File: config.mk
export PLATFORM = sky130hd
export DESIGN_NAME = click_gesture_classifier
export DESIGN_NICKNAME = d
export VERILOG_FILES = /design/src/design/cgc_pkg.sv /design/src/design/cgc_fsm.sv /design/src/design/cgc_out_reg.sv /design/src/design/click_gesture_classifier.sv
export SDC_FILE = /design/constraint.sdc
export NUM_CORES = 1
export LEC_CHECK = 0
export CORE_MARGIN = 2
export CORE_UTILIZATION = 50
export CTS_CLUSTER_SIZE = 24
export DETAILED_ROUTE_END_ITERATION = 6
export DONT_BUFFER_PORTS = 1
export MAX_ROUTING_LAYER = met4
export SKIP_CTS_REPAIR_TIMING = 1
export SYNTH_ARGS = -nofsm -noshare
export SYNTH_HDL_FRONTEND = slang
export SYNTH_SLANG_ARGS = --single-unit
export TNS_END_PERCENT = 30
File: constraint.sdc
create_clock -name clk -period 5.65 [get_ports clk]
set_clock_uncertainty 0.1 [all_clocks]
set_input_delay 0 -clock clk [delete_from_list [all_inputs] [get_ports clk]]
set_output_delay 0 -clock clk [all_outputs]
set_load 0.02 [all_outputs]
File: src/design/cgc_pkg.sv
// ----------------------------------------------------------------------------
// cgc_pkg
// shared types and codes for the click gesture classifier
// ----------------------------------------------------------------------------
`default_nettype none

package cgc_pkg;

  localparam int COUNT_WIDTH_DEFAULT = 8;
  localparam int TICKS_WIDTH         = 8;
  localparam logic [TICKS_WIDTH-1:0] WINDOW_TICKS_RESET = 8'd6;

  localparam logic [2:0] PH_IDLE     = 3'd0;
  localparam logic [2:0] PH_PRESSED  = 3'd1;
  localparam logic [2:0] PH_RELEASED = 3'd2;
  localparam logic [2:0] PH_DOUBLE   = 3'd3;
  localparam logic [2:0] PH_HOLD     = 3'd4;

  localparam logic [1:0] G_NONE   = 2'd0;
  localparam logic [1:0] G_SINGLE = 2'd1;
  localparam logic [1:0] G_DOUBLE = 2'd2;
  localparam logic [1:0] G_HOLD   = 2'd3;

  localparam logic LVL_PRESSED  = 1'b0;
  localparam logic LVL_RELEASED = 1'b1;

  typedef struct packed {
    logic [1:0] gesture;
    logic [2:0] phase;
  } result_t;

endpackage

`default_nettype wire

File: src/design/cgc_fsm.sv
// ----------------------------------------------------------------------------
// cgc_fsm
// gesture state machine: phase, previous level and window counter
// ----------------------------------------------------------------------------
`default_nettype none

module cgc_fsm #(
  parameter int COUNT_WIDTH = cgc_pkg::COUNT_WIDTH_DEFAULT
) (
  input  wire                              clk,
  input  wire                              rst,
  input  wire                              step,
  input  wire                              level,
  input  wire [cgc_pkg::TICKS_WIDTH-1:0]   window_len,
  output cgc_pkg::result_t                 result
);

  localparam int WIDE = (COUNT_WIDTH > cgc_pkg::TICKS_WIDTH) ? COUNT_WIDTH
                                                               : cgc_pkg::TICKS_WIDTH;

  logic [2:0]             phase;
  logic [2:0]             phase_next;
  logic                   prev_level;
  logic                   prev_level_next;
  logic [COUNT_WIDTH-1:0] window_left;
  logic [COUNT_WIDTH-1:0] window_left_next;
  logic [WIDE-1:0]        len_wide;
  logic [COUNT_WIDTH-1:0] window_load;
  logic [COUNT_WIDTH-1:0] window_dec;
  logic                   expired;
  logic                   press_edge;
  logic                   release_edge;
  logic [1:0]             gesture;

  assign len_wide     = WIDE'(window_len);
  assign window_load  = len_wide[COUNT_WIDTH-1:0];
  assign window_dec   = (window_left != '0) ? window_left - COUNT_WIDTH'(1) : '0;
  assign expired      = (window_dec == '0);
  assign press_edge   = (level == cgc_pkg::LVL_PRESSED) &&
                        (prev_level == cgc_pkg::LVL_RELEASED);
  assign release_edge = (level == cgc_pkg::LVL_RELEASED) &&
                        (prev_level == cgc_pkg::LVL_PRESSED);

  always_comb begin
    phase_next       = phase;
    prev_level_next  = prev_level;
    window_left_next = window_left;
    gesture          = cgc_pkg::G_NONE;
    case (phase)
      cgc_pkg::PH_IDLE: begin
        if (press_edge) begin
          phase_next       = cgc_pkg::PH_PRESSED;
          window_left_next = window_load;
        end
        prev_level_next = level;
      end
      cgc_pkg::PH_PRESSED: begin
        if (release_edge) begin
          phase_next       = cgc_pkg::PH_RELEASED;
          window_left_next = window_load;
        end else begin
          window_left_next = window_dec;
          if (expired && level == cgc_pkg::LVL_PRESSED &&
              prev_level == cgc_pkg::LVL_PRESSED) begin
            phase_next = cgc_pkg::PH_HOLD;
          end
        end
        prev_level_next = level;
      end
      cgc_pkg::PH_RELEASED: begin
        if (press_edge) begin
          phase_next      = cgc_pkg::PH_DOUBLE;
          prev_level_next = level;
        end else begin
          window_left_next = window_dec;
          if (expired && level == cgc_pkg::LVL_RELEASED) begin
            gesture         = cgc_pkg::G_SINGLE;
            phase_next      = cgc_pkg::PH_IDLE;
            prev_level_next = level;
          end
        end
      end
      cgc_pkg::PH_DOUBLE: begin
        gesture    = cgc_pkg::G_DOUBLE;
        phase_next = cgc_pkg::PH_IDLE;
      end
      cgc_pkg::PH_HOLD: begin
        if (release_edge) begin
          gesture    = cgc_pkg::G_HOLD;
          phase_next = cgc_pkg::PH_IDLE;
        end
        prev_level_next = level;
      end
      default: begin
        phase_next = cgc_pkg::PH_IDLE;
      end
    endcase
  end

  always_ff @(posedge clk) begin
    if (rst) begin
      phase       <= cgc_pkg::PH_IDLE;
      prev_level  <= cgc_pkg::LVL_RELEASED;
      window_left <= '0;
    end else if (step) begin
      phase       <= phase_next;
      prev_level  <= prev_level_next;
      window_left <= window_left_next;
    end
  end

  assign result.gesture = gesture;
  assign result.phase   = phase_next;

endmodule

`default_nettype wire

File: src/design/cgc_out_reg.sv
// ----------------------------------------------------------------------------
// cgc_out_reg
// result register on the output channel
// ----------------------------------------------------------------------------
`default_nettype none

module cgc_out_reg (
  input  wire               clk,
  input  wire               rst,
  input  wire               load,
  input  cgc_pkg::result_t  load_data,
  output logic              can_load,
  output logic              out_valid,
  input  wire               out_ready,
  output cgc_pkg::result_t  out_data
);

  assign can_load = !out_valid || out_ready;

  always_ff @(posedge clk) begin
    if (rst) begin
      out_valid <= 1'b0;
    end else if (can_load) begin
      out_valid <= load;
    end
  end

  always_ff @(posedge clk) begin
    if (can_load && load) begin
      out_data <= load_data;
    end
  end

endmodule

`default_nettype wire

File: src/design/click_gesture_classifier.sv
// ----------------------------------------------------------------------------
// click_gesture_classifier
// single, double click and hold detector on a sampled active-low button
// ----------------------------------------------------------------------------
// input channel: one button_level word per sample tick (0 pressed, 1 released)
// on in_valid / in_ready. output channel: one gesture and phase word for every
// input word on out_valid / out_ready, in order.
// config channel: window_ticks on cfg_valid / cfg_ready sets the click window
// length in sample ticks; cfg_ready is always high, write only while idle.
// path from input accept to output valid: the input register, then the state
// machine step into the result register.
// throughput: one word per cycle while out_ready stays high; the input register
// and the result register each move whenever the stage after them is free.
// receiver stall: the result register holds, the input register fills and then
// in_ready drops; no word is lost or repeated.
// reset: synchronous, active high; phase idle, previous level released, window
// counter zero, window length 6 ticks, both pipeline registers empty.
// ----------------------------------------------------------------------------
`default_nettype none

module click_gesture_classifier #(
  parameter int COUNT_WIDTH = cgc_pkg::COUNT_WIDTH_DEFAULT
) (
  input  wire                             clk,
  input  wire                             rst,
  input  wire                             in_valid,
  output logic                            in_ready,
  input  wire                             button_level,
  output logic                            out_valid,
  input  wire                             out_ready,
  output logic [1:0]                      gesture,
  output logic [2:0]                      phase,
  input  wire                             cfg_valid,
  output logic                            cfg_ready,
  input  wire [cgc_pkg::TICKS_WIDTH-1:0]  window_ticks
);

  logic                            in_full;
  logic                            level;
  logic                            can_load;
  logic                            step;
  logic [cgc_pkg::TICKS_WIDTH-1:0] window_len;
  cgc_pkg::result_t                step_result;
  cgc_pkg::result_t                out_data;

  assign cfg_ready = 1'b1;
  assign step      = in_full && can_load;
  assign in_ready  = !in_full || can_load;

  always_ff @(posedge clk) begin
    if (rst) begin
      window_len <= cgc_pkg::WINDOW_TICKS_RESET;
    end else if (cfg_valid && cfg_ready) begin
      window_len <= window_ticks;
    end
  end

  always_ff @(posedge clk) begin
    if (rst) begin
      in_full <= 1'b0;
    end else if (in_ready) begin
      in_full <= in_valid;
    end
  end

  always_ff @(posedge clk) begin
    if (in_ready && in_valid) begin
      level <= button_level;
    end
  end

  cgc_fsm #(
    .COUNT_WIDTH (COUNT_WIDTH)
  ) u_fsm (
    .clk        (clk),
    .rst        (rst),
    .step       (step),
    .level      (level),
    .window_len (window_len),
    .result     (step_result)
  );

  cgc_out_reg u_out (
    .clk       (clk),
    .rst       (rst),
    .load      (in_full),
    .load_data (step_result),
    .can_load  (can_load),
    .out_valid (out_valid),
    .out_ready (out_ready),
    .out_data  (out_data)
  );

  assign gesture = out_data.gesture;
  assign phase   = out_data.phase;

endmodule

`default_nettype wire

==> results.cfg <==
[cells_and_area]
num-nets-final = 208
design_area_mm2 = 0.00176
area_growth_syn_to_layout_pct = 12.9
num_antenna_cells = 0
multi_input_comb_area_um2 = 842
total_area_of_sequential_cells_um2 = 621
post_route_cells_drive_above_1_share_pct = 7.33
layout.filler_cells = 272

[floorplan]
floorplan.die.width_um = 59.8
dieHeight_um = 59.8
fp-row-count = 20
overall_die_area_mm2 = 0.00358
ios = 22
core_region_area_mm2 = 0.00300
starting_density_of_the_core_pct = 51.9

[setup_path]
critPathLaunchType = register
crit_path_max_fanout = 14
worst-endpoint-required_ns = 5.79
crit_type = reg -> reg
worst-endpoint-arrival_ns = 3.00
cp-end-kind = register

[clock_network]
total_cts_buffers = 3
clock_tree_from_tritoncts = built
cts-root-to-sink-buffers = 2
worst_skew_pair.late_latency_ns = 0.33
cts-htree-levels = 1
clk_pin_slew_ns = 0.15
clock_tree.root_cell = sky130_fd_sc_hd__clkbuf_4
tritoncts_num_sinks = 28

[synth]
synth_adder_area_share_pct = 1.61
post_synth.cell_area_avg_um2 = 8.71
synth-edff-count = 6
post-synth-top-area-fraction_pct = 28.3
syn_area_mm2 = 0.00156
synth_async_sr_flop_share_pct = 0
synthSimpleGateAreaFrac_pct = 26.2
synth-compound-area-share_pct = 20.9
number_of_cells_produced_by_synthesis = 179
synth_top_family_by_area = simple AND/OR/NAND/NOR gates
synth_largest_area_cell = sky130_fd_sc_hd__dfxtp_1
yosys_register_bits = 28
yosys.area_share.xor_xnor_pct = 0.562
syn-num-nets = 195
synth_mux_area_share_pct = 4.49
ys_seq_area_share_pct = 39.8
yosys-top-cells-area = sky130_fd_sc_hd__dfxtp_1, sky130_fd_sc_hd__edfxtp_1, sky130_fd_sc_hd__nor2_1
yosys_warnings = 0
synthDistinctLibCells = 51
dominantRegCellSynth = sky130_fd_sc_hd__dfxtp_1
synth_commonest_cells = sky130_fd_sc_hd__dfxtp_1, sky130_fd_sc_hd__nor2_1, sky130_fd_sc_hd__nand2_1, sky130_fd_sc_hd__a21oi_1

[power_and_ir_drop]
post-layout-total-power_mw = 0.413
peakVddDrop_v = 0.000153
p_leak_nw = 0.650
power.density_cell_area_mw_per_mm2 = 235

[sta]
slew_viol_final = 0
timing_worst_slew_pin_value_ns = 0.986
final_min_period_over_clock_period_pct = 50.6
timing.final.setup_violations = 0
setup-tns-final_ns = 0
post-route-min-period_ns = 2.86
max_freq_mhz = 350
finalHoldWorstSlack_ns = 0.187
final-hold-violation-count = 0
worst_slew_margin_pct = 34.1
setup_repair_after_global_routing_missed_its_margin = false

[route]
drcViolationCount = 0
drt.antenna.violating_nets = 0
met3WireLength_um = 144
wl_met1_um = 1640
detailedRoute.firstPassIterationCount = 4
detail_route.iter0.violations = 23
viasPerCell = 5.99
wl_met2_um = 1450
maxUsedRoutingLayer = met4
route.detailed.wl_per_inst_um = 14.5
vias = 1341
final_wirelength_um = 3250

[placement]
place.port_buffers = 0
place_area_mm2 = 0.00153
routabilityCongestion = 0.844
dpl.hpwl_um = 2160

[global_route]
grt_start_max_net_pins = 26
grtUsageTotal_pct = 19.5
overflow = 0
first_global_vias = 1151
grt_pass1_wl_um = 5230
number_of_antenna_violations_at_the_first_check_in_global_routing = 0

[run]
drv_cap = 0

[run_status]
status = finished, final reports clean

[hold_path]
min-delay-path-class = in -> reg
-- state kept, by name (all words and copies together), names as in the netlist --
register / cells
u_fsm.window_left: 8
window_len: 8
u_fsm.phase: 3
u_fsm.prev_level: 1
u_out.out_data: 5
in_full: 1
u_out.out_valid: 1
level: 1
-- kinds of logic after synthesis --
family	after synthesis
buffers and inverters	20
adders and majority gates	2
muxes	7
AOI/OAI and AO/OA	43
and+or+nand+nor	77
other	1
xor gates and xnor gates	1
DFF	28
-- path summary, 6_finish.rpt --
kind	start	depth (start not counted)	end	slack, ns
setup / recovery	u_out.out_valid	5	u_fsm.window_left[2]	2.79
hold reg to reg	u_fsm.window_left[4]	2	u_fsm.window_left[4]	0.43
setup reg to reg	u_out.out_valid	5	u_fsm.window_left[2]	2.79
hold / removal	button_level	1	level	0.19
-- cells in the final DEF (no fill, tap or decap), types with 3 or more instances in the layout --
cell type,synthesis,routed
sky130_fd_sc_hd__a211oi_1,4,4
sky130_fd_sc_hd__a21oi_1,9,9
sky130_fd_sc_hd__clkbuf_4,0,3
sky130_fd_sc_hd__dfxtp_1,22,22
sky130_fd_sc_hd__dlygate4sd3_1,0,20
sky130_fd_sc_hd__edfxtp_1,6,6
sky130_fd_sc_hd__inv_1,8,8
sky130_fd_sc_hd__mux2i_1,7,7
sky130_fd_sc_hd__nand2_1,12,12
sky130_fd_sc_hd__nand2b_1,6,6
sky130_fd_sc_hd__nand4_1,3,3
sky130_fd_sc_hd__nor2_1,22,22
sky130_fd_sc_hd__nor2b_1,8,8
sky130_fd_sc_hd__nor3_1,7,7
sky130_fd_sc_hd__o21ai_0,5,5
sky130_fd_sc_hd__o32ai_1,3,3
-- cell type report --
type / instances / share of cell area, %
multi-input cells: 131 / 47.8
repair buffers: 20 / 11.4
inverters: 8 / 1.71
well taps: 33 / 2.35
flip-flops and latches: 28 / 35.3
clock buffers: 4 / 1.49
-- power by group --
group | switching, mW | internal [mW] | total [mW]
Combinational | 0.0499 | 0.0441 | 0.0940
Sequential | 0.0166 | 0.217 | 0.234
Clock | 0.0583 | 0.0277 | 0.0860
-- routing by layer --
metal | track usage [%] | vias to the layer above
met2 | 28.7 | 33
met3 | 3.46 | 4
met1 | 28.0 | 629
met4 | 3.81 | 0
met5 | - | -
li1 | - | 675
-- critical path: stages (launching register included) --
cell and delay (ns):
sky130_fd_sc_hd__dfxtp_1 0.41, sky130_fd_sc_hd__nor2b_1 0.20, sky130_fd_sc_hd__nor2b_1 0.77, sky130_fd_sc_hd__nand4b_1 0.65
sky130_fd_sc_hd__or2_2 0.52, sky130_fd_sc_hd__o32ai_1 0.12
-- through the flow --
stage               std cells  worst slack [ns]  util [%]
floorplan                 179              3.59         -
detailed placement        200              2.86      51.1
global placement          200              2.91      51.1
finish                    224              2.79      58.6
CTS                       204              2.81      52.0
global route              224              2.43      58.6
No activity file was read; power rests on OpenSTA's default activity.
